File: src/design/dsab_pkg.sv
// ----------------------------------------------------------------------------
// dsab_pkg: shared types and codes for the DNA suffix array builder
// Command codes, controller micro-op codes and the command/status bundles
// that join the controller and the datapath.
// ----------------------------------------------------------------------------
package dsab_pkg;

    // input word command codes
    localparam logic [1:0] CMD_APPEND = 2'd0;
    localparam logic [1:0] CMD_BUILD  = 2'd1;
    localparam logic [1:0] CMD_READ   = 2'd2;

    // result word kinds
    localparam logic KIND_BUILD = 1'b0;
    localparam logic KIND_READ  = 1'b1;

    // micro-op codes; the controller state uses the same codes
    localparam int OP_W = 5;
    localparam logic [OP_W-1:0] OP_NOP    = 5'd0;
    localparam logic [OP_W-1:0] OP_APPEND = 5'd1;
    localparam logic [OP_W-1:0] OP_RDBAD  = 5'd2;
    localparam logic [OP_W-1:0] OP_RDREQ  = 5'd3;
    localparam logic [OP_W-1:0] OP_RDOUT  = 5'd4;
    localparam logic [OP_W-1:0] OP_BSTART = 5'd5;
    localparam logic [OP_W-1:0] OP_CLR    = 5'd6;
    localparam logic [OP_W-1:0] OP_HREAD  = 5'd7;
    localparam logic [OP_W-1:0] OP_HCNT   = 5'd8;
    localparam logic [OP_W-1:0] OP_HWR    = 5'd9;
    localparam logic [OP_W-1:0] OP_PREAD  = 5'd10;
    localparam logic [OP_W-1:0] OP_PWR    = 5'd11;
    localparam logic [OP_W-1:0] OP_SSREAD = 5'd12;
    localparam logic [OP_W-1:0] OP_SSCNT  = 5'd13;
    localparam logic [OP_W-1:0] OP_SSWR   = 5'd14;
    localparam logic [OP_W-1:0] OP_CREAD  = 5'd15;
    localparam logic [OP_W-1:0] OP_CSYM   = 5'd16;
    localparam logic [OP_W-1:0] OP_CWR    = 5'd17;
    localparam logic [OP_W-1:0] OP_DREAD  = 5'd18;
    localparam logic [OP_W-1:0] OP_DCLS   = 5'd19;
    localparam logic [OP_W-1:0] OP_DCNT   = 5'd20;
    localparam logic [OP_W-1:0] OP_DWR    = 5'd21;
    localparam logic [OP_W-1:0] OP_KREAD  = 5'd22;
    localparam logic [OP_W-1:0] OP_KWR    = 5'd23;
    localparam logic [OP_W-1:0] OP_UREAD  = 5'd24;
    localparam logic [OP_W-1:0] OP_UC     = 5'd25;
    localparam logic [OP_W-1:0] OP_UMC    = 5'd26;
    localparam logic [OP_W-1:0] OP_UWR    = 5'd27;
    localparam logic [OP_W-1:0] OP_LREAD  = 5'd28;
    localparam logic [OP_W-1:0] OP_LWR    = 5'd29;
    localparam logic [OP_W-1:0] OP_DOUBLE = 5'd30;
    localparam logic [OP_W-1:0] OP_BDONE  = 5'd31;

    // loop counter control
    localparam logic [1:0] CTR_STEP = 2'd0;
    localparam logic [1:0] CTR_ZERO = 2'd1;
    localparam logic [1:0] CTR_TOP  = 2'd2;

    typedef struct packed {
        logic [OP_W-1:0] op;
        logic [1:0]      ctr;
    } dsab_cmd_t;

    typedef struct packed {
        logic r_last;    // counter at last bucket of the count range
        logic n_last;    // counter at last text position
        logic i_zero;    // counter at zero
        logic len_done;  // compared length already covers the text
        logic dbl_done;  // doubled length will cover the text
        logic rd_bad;    // read index out of range or nothing built
        logic sym_mode;  // sorting single symbols, not class pairs
        logic out_busy;  // result word waiting
    } dsab_status_t;

endpackage

File: src/design/dsab_ctrl.sv
// ----------------------------------------------------------------------------
// dsab_ctrl: sequencer of the suffix array builder
// Steps through counting sort, class assignment and doubling rounds,
// issuing one micro-op per cycle to the datapath.
// ----------------------------------------------------------------------------
module dsab_ctrl
    import dsab_pkg::*;
(
    input  logic         clk,
    input  logic         rst_n,
    input  logic         in_valid,
    input  logic [1:0]   command,
    input  dsab_status_t st,
    output logic         in_stall,
    output dsab_cmd_t    cmd
);

    logic [OP_W-1:0] state_reg;
    logic [OP_W-1:0] state_next;
    logic            accept;

    assign in_stall = (state_reg != OP_NOP) || st.out_busy;
    assign accept   = in_valid && !in_stall;

    // next state and micro-op
    always_comb
    begin
        state_next = state_reg;
        cmd.op     = state_reg;
        cmd.ctr    = CTR_STEP;
        case (state_reg)
            OP_NOP:
            begin
                if (accept)
                begin
                    case (command)
                        CMD_APPEND: cmd.op = OP_APPEND;
                        CMD_BUILD:  state_next = OP_BSTART;
                        CMD_READ:
                        begin
                            if (st.rd_bad)
                            begin
                                cmd.op = OP_RDBAD;
                            end
                            else
                            begin
                                cmd.op     = OP_RDREQ;
                                state_next = OP_RDOUT;
                            end
                        end
                        default: ;
                    endcase
                end
            end
            OP_RDOUT:  state_next = OP_NOP;
            OP_BSTART:
            begin
                cmd.ctr    = CTR_ZERO;
                state_next = OP_CLR;
            end
            // clear bucket counts
            OP_CLR:
            begin
                if (st.r_last)
                begin
                    cmd.ctr    = CTR_ZERO;
                    state_next = OP_HREAD;
                end
            end
            // histogram
            OP_HREAD:  state_next = OP_HCNT;
            OP_HCNT:   state_next = OP_HWR;
            OP_HWR:
            begin
                if (st.n_last)
                begin
                    cmd.ctr    = CTR_ZERO;
                    state_next = OP_PREAD;
                end
                else
                begin
                    state_next = OP_HREAD;
                end
            end
            // prefix sums
            OP_PREAD:  state_next = OP_PWR;
            OP_PWR:
            begin
                if (st.r_last)
                begin
                    cmd.ctr    = CTR_TOP;
                    state_next = st.sym_mode ? OP_SSREAD : OP_DREAD;
                end
                else
                begin
                    state_next = OP_PREAD;
                end
            end
            // symbol scatter
            OP_SSREAD: state_next = OP_SSCNT;
            OP_SSCNT:  state_next = OP_SSWR;
            OP_SSWR:
            begin
                if (st.i_zero)
                begin
                    cmd.ctr    = CTR_ZERO;
                    state_next = OP_CREAD;
                end
                else
                begin
                    state_next = OP_SSREAD;
                end
            end
            // symbol classes
            OP_CREAD:  state_next = OP_CSYM;
            OP_CSYM:   state_next = OP_CWR;
            OP_CWR:
            begin
                if (st.n_last)
                begin
                    cmd.ctr = CTR_ZERO;
                    state_next = st.len_done ? OP_BDONE : OP_CLR;
                end
                else
                begin
                    state_next = OP_CREAD;
                end
            end
            // shifted scatter
            OP_DREAD:  state_next = OP_DCLS;
            OP_DCLS:   state_next = OP_DCNT;
            OP_DCNT:   state_next = OP_DWR;
            OP_DWR:
            begin
                if (st.i_zero)
                begin
                    cmd.ctr    = CTR_ZERO;
                    state_next = OP_KREAD;
                end
                else
                begin
                    state_next = OP_DREAD;
                end
            end
            // copy order back
            OP_KREAD:  state_next = OP_KWR;
            OP_KWR:
            begin
                if (st.n_last)
                begin
                    cmd.ctr    = CTR_ZERO;
                    state_next = OP_UREAD;
                end
                else
                begin
                    state_next = OP_KREAD;
                end
            end
            // class update
            OP_UREAD:  state_next = OP_UC;
            OP_UC:     state_next = OP_UMC;
            OP_UMC:    state_next = OP_UWR;
            OP_UWR:
            begin
                if (st.n_last)
                begin
                    cmd.ctr    = CTR_ZERO;
                    state_next = OP_LREAD;
                end
                else
                begin
                    state_next = OP_UREAD;
                end
            end
            // copy classes back
            OP_LREAD:  state_next = OP_LWR;
            OP_LWR:
            begin
                state_next = st.n_last ? OP_DOUBLE : OP_LREAD;
            end
            OP_DOUBLE:
            begin
                cmd.ctr    = CTR_ZERO;
                state_next = st.dbl_done ? OP_BDONE : OP_CLR;
            end
            OP_BDONE:  state_next = OP_NOP;
            default:   state_next = OP_NOP;
        endcase
    end

    always_ff @(posedge clk or negedge rst_n)
    begin
        if (!rst_n)
        begin
            state_reg <= OP_NOP;
        end
        else
        begin
            state_reg <= state_next;
        end
    end

endmodule

File: config.mk
export PLATFORM = sky130hd
export DESIGN_NAME = dsab_ctrl
export DESIGN_NICKNAME = d
export VERILOG_FILES = /design/src/design/dsab_pkg.sv /design/src/design/dsab_ctrl.sv
export SDC_FILE = /design/constraint.sdc
export NUM_CORES = 1
export LEC_CHECK = 0
export ABC_AREA = 1
export BUFFER_PORTS_ARGS = -buffer_cell sky130_fd_sc_hd__buf_2
export CAP_MARGIN = 10
export CORE_MARGIN = 4
export CORE_UTILIZATION = 47
export CTS_CLUSTER_DIAMETER = 80
export CTS_CLUSTER_SIZE = 24
export DETAILED_ROUTE_END_ITERATION = 6
export HOLD_SLACK_MARGIN = 0.03
export PLACE_DENSITY = 0.75
export SLEW_MARGIN = 30
export SYNTH_ARGS = -nofsm -noshare
export SYNTH_HDL_FRONTEND = slang
export SYNTH_SLANG_ARGS = --single-unit
export TNS_END_PERCENT = 1
File: constraint.sdc
create_clock -name clk -period 1.3 [get_ports clk]
set_input_delay 0.065 -clock clk [delete_from_list [all_inputs] [get_ports clk]]
set_output_delay 0.065 -clock clk [all_outputs]
set_load 0.02 [all_outputs]
==> results by group, run 1 <==
Placed design
  – Number of placed instances, taps included: 214
  – Worst slack after detailed placement: -0.230 ns
  – Gp weighted congestion: 1.05
  – DP Wirelength: 2330 um
  – Count of input and output buffers: 20

Timing
  – Setup TNS Final: -2.58 ns
  – Clock period minus worst slack: 1.71 ns
  – Setup violators final: 10
  – Relative slew slack: 0.745
  – Setup repair after global routing missed its margin: true
  – Worst Slack Setup Final: -0.412 ns
  – Final Max Slew Viols: 0
  – Post-route clock period utilization: 1.32
  – Final Hold Vio Count: 0
  – Transition at the pin with the smallest max-transition slack: 0.380 ns
  – Worst Clk Skew: 0.00956 ns
  – Peak clock frequency supported by timing: 0.584 GHz

Yosys
  – Post-synth EDFFs: 0
  – Primary FF master, synth: sky130_fd_sc_hd__dfrtp_1
  – Main area contributors after synthesis: sky130_fd_sc_hd__nand2_1, sky130_fd_sc_hd__dfrtp_1, sky130_fd_sc_hd__nand3_1
  – Cell with the most instances after synthesis: sky130_fd_sc_hd__nand2_1
  – Share of the synthesized netlist area taken by xor and xnor gates: 0
  – Sequential area share after synthesis: 0.156
  – Share of synthesized cell area in full adder, half adder and majority cells: 0
  – Combinational family with the most area after synthesis: simple AND/OR/NAND/NOR gates
  – Yosys cell types: 19
  – Post-Synthesis Cells: 157
  – Post-synthesis average cell area: 5.12 um2
  – Total nets after synthesis: 170
  – Multiplexer share of the synthesized area: 0
  – Flop and latch count out of synthesis: 5
  – Largest area contributor in the synthesized netlist: sky130_fd_sc_hd__nand2_1
  – Share of flip-flops with an asynchronous set or reset: 1.00
  – Area of the mapped netlist: 803 um2
  – Most numerous cell types in the synthesized netlist: sky130_fd_sc_hd__nand2_1, sky130_fd_sc_hd__nand3_1, sky130_fd_sc_hd__nor2_1, sky130_fd_sc_hd__inv_1, sky130_fd_sc_hd__nand4_1
  – Synth warn: 0
  – Post-synthesis compound-gate area fraction: 0.0841
  – Simple logic cell fraction of the synthesized area: 0.628
  – Yosys top cell area share: 0.224

Run status
  – Failing checks: setup timing
  – Status: finished, violations left

Drt
  – Post-DRT Antenna Nets: 0
  – Count of routing violations after the opening detailed-route iteration: 107
  – Wire length reported by the detailed router: 3850 um
  – Routed wire per std cell: 17.3 um
  – Number of vias per cell: 6.11
  – Overall via count from detail_route: 1363
  – Number of detailed-routing iterations run before antenna repair: 5
  – Post-detailed-route DRC marker count: 0

Layout
  – Non-filler cells in the finished layout: 223
  – Count of inserted antenna diode cells: 0
  – Fill cell instance count of the final layout: 102
  – Number of flip-flops in the largest register: 5
  – Multi-input combinational cell area: 652 um2
  – Layout cells sized above 1: 0.377
  – Area grow syn2layout: 59.0%
  – Fin nets: 221
  – Combined flip-flop and latch cell area: 128 um2

CTS
  – Clock latency of the later-clocked register in the worst-skew pair: 0.27 ns
  – Sink Count: 5
  – Number of CTS-inserted buffers: 3
  – Clk buf depth: 2
  – Clock root buffer: sky130_fd_sc_hd__clkbuf_4
  – Clock tree from TritonCTS: built
  – Clock H-tree levels: 1
  – Clock slew at the register clock pins of the worst setup and hold paths: 0.05 ns

Floorplanning
  – Num ports: 21
  – Std-Cell Rows: 14
  – Starting density of the core: 0.515
  – Total die area: 0.00243 mm2
  – Standard cell core area: 0.00156 mm2
  – Floorplan die width: 49.3 um
  – Chip height: 49.3 um

Job
  – Max capacitance violation total: 0

Global route
  – Vias in the first global route: 1284
  – Overall overflow remaining after global route: 0
  – Number of antenna violations at the first check in global routing: 0
  – Maximum number of pins on one net before global-route repair: 14
  – First-pass GRT wire length: 5960 um
  – Overall fraction of global-route tracks in use: 0.324

Critical path
  – Critical path launch point type: register
  – Largest fanout of any net on the critical path: 5
  – Critical Path AT: 1.65 ns
  – Type of the setup path with the least slack: reg -> out
  – Critical path required time: 1.24 ns
  – Endpoint type of the worst setup path: output port

Power and ir drop
  – Max VDD drop: 1040 uV
  – Leakage dissipation: 0.770 nW
  – PwrDens: 1940 mW/mm2

Min path
  – Worst hold path class: in -> reg
## per-layer routing
| metal | track usage | routed length (um) |
|---|---|---|
| met3 | 0.0917 | 473 |
| met2 | 0.542 | 1740 |
| met1 | 0.368 | 1370 |
| met4 | 0.175 | 268 |
| met5 | 0 | 0 |
## repair_timing
action	4_1_cts	5_1_grt
endpoints found under the setup margin	10	11
hold endpoints to repair	5	0
resized for setup	21	12
cloned	0	0
hold buffers	1	0
buffers inserted	4	0
pin swaps	7	2
## worst max-delay path, stage by stage (launching register included)
cell and delay [ns]:
sky130_fd_sc_hd__dfrtp_2 0.46, sky130_fd_sc_hd__inv_1 0.17, sky130_fd_sc_hd__nand2_1 0.17, sky130_fd_sc_hd__nor2_4 0.17
sky130_fd_sc_hd__nand2_1 0.11, sky130_fd_sc_hd__nand3_1 0.09, sky130_fd_sc_hd__nor2_1 0.04, sky130_fd_sc_hd__nand2_1 0.05
sky130_fd_sc_hd__buf_4 0.13
## cell usage in the layout, fill, tap and decap left out
cell and count:
sky130_fd_sc_hd__nand3_1 25, sky130_fd_sc_hd__buf_2 16, sky130_fd_sc_hd__nand3_4 1, sky130_fd_sc_hd__clkinv_2 2, sky130_fd_sc_hd__a31oi_1 2, sky130_fd_sc_hd__buf_4 29
sky130_fd_sc_hd__o21ai_0 4, sky130_fd_sc_hd__nor2_1 14, sky130_fd_sc_hd__inv_1 18, sky130_fd_sc_hd__nor2_4 8, sky130_fd_sc_hd__nor3_2 1, sky130_fd_sc_hd__dlygate4sd3_1 1
sky130_fd_sc_hd__o31ai_1 1, sky130_fd_sc_hd__nand2_2 3, sky130_fd_sc_hd__clkbuf_4 3, sky130_fd_sc_hd__nor2_2 4, sky130_fd_sc_hd__dfrtp_1 3, sky130_fd_sc_hd__nand2_1 45
sky130_fd_sc_hd__dfrtp_2 2, sky130_fd_sc_hd__inv_2 2, sky130_fd_sc_hd__inv_4 1, sky130_fd_sc_hd__buf_6 5, sky130_fd_sc_hd__nand4_1 9, sky130_fd_sc_hd__nor3_1 2
sky130_fd_sc_hd__o21ai_1 4, sky130_fd_sc_hd__nand3_2 1, sky130_fd_sc_hd__o21a_1 1
## per-stage QoR
stage                     hold slack [ns]  utilization  cell area [um2]  power, W
after floorplan                    -0.231            -              823  0.000877
after global placement             -0.117        0.715             1110   0.00170
after detailed placement           -0.118        0.715             1110   0.00172
after CTS                          0.0823        0.798             1240   0.00218
after global routing               0.0868        0.819             1280   0.00262
final                              0.0789        0.819             1280   0.00248
## cells by family after synthesis
family | count (synthesis)
buffers and inverters | 27
AOI/OAI and AO/OA | 12
DFF | 5
and+or+nand+nor | 113
## where the power goes
group	internal (W)	switching, W	total, W
Clock	0.000113	0.0000952	0.000208
Sequential	0.000218	0.0000941	0.000312
Combinational	0.000829	0.00113	0.00196
Total	0.00116	0.00132	0.00248
## final timing paths
path | depth (start not counted) | end | slack (ns) | startpoint
setup / recovery | 8 | cmd[0] | -0.41 | state_reg[3]$_DFFE_PN0P_
hold / removal | 3 | state_reg[4]$_DFFE_PN0P_ | 0.08 | st[4]
setup reg to reg | 11 | state_reg[2]$_DFFE_PN0P_ | -0.38 | state_reg[3]$_DFFE_PN0P_
hold reg to reg | 4 | state_reg[2]$_DFFE_PN0P_ | 0.87 | state_reg[4]$_DFFE_PN0P_
max in group asynchronous | 2 | state_reg[3]$_DFFE_PN0P_ | 1.01 | rst_n
min in group asynchronous | 2 | state_reg[0]$_DFFE_PN0P_ | 0.14 | rst_n
## final cells by class
class | count | area share
clock buffers | 3 | 0.0176
clock inverters | 1 | 0.00392
well taps | 16 | 0.0157
multi-input cells | 125 | 0.510
inverters | 22 | 0.0676
repair buffers | 51 | 0.285
flip-flops and latches | 5 | 0.0999
No activity file was read; power rests on OpenSTA's default activity.
==> inputs of run 2 (changes only) <==
- CORE_UTILIZATION: 47 -> 52
- PLACE_DENSITY: 0.75 -> 0.79
- clock period: 1.3 -> 1.7 ns (I/O delays scaled with it)
==> run 2 against run 1 <==
- the flow now finishes without violations
- clock power down 36%
- register-to-register slack improved by 0.48 ns
- worst hold slack improved by 0.047 ns
- non-clock buffer count fell by 21
- largest cell class unchanged
- highest routed layer unchanged
==> results by group, run 2 (synthesized netlist as in run 1, its figures left out) <==
Run status
  – Status: complete, no violations

Layout
  – Commonest non-fill, non-tap cell in the layout: sky130_fd_sc_hd__nand2_1
  – Fin nets: 200 (-9.5%)
  – Final Core Density: 0.774 (-0.0457)
  – Most frequent cells in the layout: sky130_fd_sc_hd__nand2_1, sky130_fd_sc_hd__nand3_1, sky130_fd_sc_hd__nor2_1, sky130_fd_sc_hd__inv_1, sky130_fd_sc_hd__buf_2
  – Area grow syn2layout: 33.2%
  – Count of inserted antenna diode cells: 0 (unchanged)
  – Layout cells sized above 1: 0.285 (-0.0919)
  – Fill cell instance count of the final layout: 106 (+3.9%)
  – Number of flip-flops in the largest register: 5 (unchanged)

Timing
  – Transition at the pin with the smallest max-transition slack: 0.330 ns (-0.0502 ns)
  – Post-route clock period utilization: 0.981
  – Final Hold Vio Count: 0 (unchanged)
  – Setup violators final: 0 (-10)
  – Final Max Slew Viols: 0 (unchanged)
  – Worst Slack Setup Final: 0.0326 ns (+0.444 ns)
  – Setup TNS Final: 0 ns (+2.58 ns)
  – Worst Clk Skew: 0.00263 ns (-0.00693 ns)
  – Relative slew slack: 0.780 (+0.0344)
  – Worst Hold Slack: 0.126 ns (+0.0466 ns)
  – Peak clock frequency supported by timing: 0.600 GHz
  – Clock period minus worst slack: 1.67 ns

Floorplanning
  – Total die area: 0.00224 mm2 (-8.1%)
  – Num ports: 21 (unchanged)
  – Standard cell core area: 0.00138 mm2 (-11%)
  – Chip height: 47.3 um (-4.1%)
  – Starting density of the core: 0.581 (+0.0657)
  – Floorplan die width: 47.3 um (-4.1%)
  – Std-Cell Rows: 13 (-1)

Min path
  – Worst hold path class: in -> reg

Critical path
  – Slowest stage cell, crit path: sky130_fd_sc_hd__dfrtp_2
  – Reg2reg setup slack: 0.10 ns (+0.48 ns)
  – Critical path launch point type: register
  – Critical Path AT: 1.58 ns (-0.07 ns)
  – Worst Path Buf+Inv: 2 (unchanged)
  – Largest fanout of any net on the critical path: 7 (+2)
  – Type of the setup path with the least slack: reg -> out
  – Family of cells with the greatest summed delay on the critical path: simple AND/OR/NAND/NOR gates
  – Critical path required time: 1.62 ns (+0.38 ns)
  – Delay of the slowest critical-path stage: 0.43 ns (-0.03 ns)
  – Cells traversed along the worst timing path: nor2_1, buf_4, nand4_1, nor2_1, nand3_1, nand2_1, buf_2
  – Endpoint type of the worst setup path: output port
  – Crit path top cell by count: sky130_fd_sc_hd__nor2_1

Drt
  – Number of vias per cell: 6.32 (+3.4%)
  – Overall via count from detail_route: 1270 (-6.8%)
  – Post-detailed-route DRC marker count: 0 (unchanged)
  – Count of routing violations after the opening detailed-route iteration: 124 (+16%)
  – Wire length reported by the detailed router: 3080 um (-20%)
  – Routed wire per std cell: 15.3 um (-11%)
  – Number of detailed-routing iterations run before antenna repair: 5 (unchanged)
  – Post-DRT Antenna Nets: 0 (unchanged)

Global route
  – Maximum number of pins on one net before global-route repair: 11 (-3)
  – Vias in the first global route: 1022 (-20%)
  – Number of antenna violations at the first check in global routing: 0 (unchanged)
  – Overall overflow remaining after global route: 0 (unchanged)
  – Overall fraction of global-route tracks in use: 0.263 (-0.0611)
  – First-pass GRT wire length: 4230 um (-29%)

Placed design
  – Worst slack after detailed placement: 0.138 ns (+0.368 ns)
  – Gp weighted congestion: 0.954 (-8.9%)
  – Count of input and output buffers: 20 (unchanged)
  – DP Wirelength: 2140 um (-8.3%)

CTS
  – Sink Count: 5 (unchanged)
  – Clock H-tree levels: 1 (unchanged)
  – Clock latency of the later-clocked register in the worst-skew pair: 0.24 ns (-0.03 ns)
  – Clock slew at the register clock pins of the worst setup and hold paths: 0.04 ns (about the same)
  – Clock root buffer: sky130_fd_sc_hd__clkbuf_4
  – Clock tree from TritonCTS: built
  – Clk buf depth: 2 (unchanged)
  – Number of CTS-inserted buffers: 3 (unchanged)

Job
  – Max capacitance violation total: 0 (unchanged)

Power and ir drop
  – PwrDens: 1070 mW/mm2 (-45%)
  – Max VDD drop: 693 uV (-33%)
  – Leakage dissipation: 0.654 nW (-15%)
run 2: power by group:
group	switching (W)	internal (W)	leakage [nW]
logic	0.000514	0.000282	0.576
registers	0.0000659	0.000154	0.0630
clock network	0.0000453	0.0000885	0.0150
run 2: tightest hold or removal path, cell delays in order:
cell and delay [ns]:
sky130_fd_sc_hd__buf_2 0.08, sky130_fd_sc_hd__a31oi_1 0.07, sky130_fd_sc_hd__nand4_1 0.08
run 2: layout make-up:
class                           count  area (um2)  area share
Multi-Input combinational cell    125         627       0.586
Timing Repair Buffer               30         180       0.168
Sequential cell                     5         129       0.120
Inverter                           22        88.8      0.0830
Clock buffer                        4        26.3      0.0246
Tap cell                           15        18.8      0.0175
run 2: final timing paths:
| check | startpoint | end | depth (start not counted) |
|---|---|---|---|
| worst max-delay path | state_reg[1]$_DFFE_PN0P_ | cmd[2] | 7 |
| worst min-delay path | st[4] | state_reg[4]$_DFFE_PN0P_ | 3 |
| worst max register to register | state_reg[3]$_DFFE_PN0P_ | state_reg[2]$_DFFE_PN0P_ | 11 |
| worst min register to register | state_reg[3]$_DFFE_PN0P_ | state_reg[2]$_DFFE_PN0P_ | 3 |
| max in group asynchronous | rst_n | state_reg[1]$_DFFE_PN0P_ | 2 |
| min in group asynchronous | rst_n | state_reg[4]$_DFFE_PN0P_ | 2 |
run 2: routing by layer:
layer	part of all wire	track usage
met1	0.37	0.330
met2	0.45	0.457
met3	0.14	0.0613
met4	0.041	0.0497
met5	0	0
run 2: metrics by stage:
stage | area (um2) | total power [W] | std cells
after floorplan | 803 | 0.000641 | 157
final | 1070 | 0.00115 | 201
after detailed placement | 928 | 0.000830 | 191
after global routing | 1070 | 0.00122 | 201
after CTS | 965 | 0.000970 | 196
after global placement | 928 | 0.000827 | 191
run 2: what timing repair did:
item,4_1_cts,5_1_grt
resized for setup,0,23
pin swaps,0,6
setup buffers,0,5
endpoints found under the hold margin,5,0
hold buffers,1,0
setup endpoints to repair,3,6
cloned,0,0
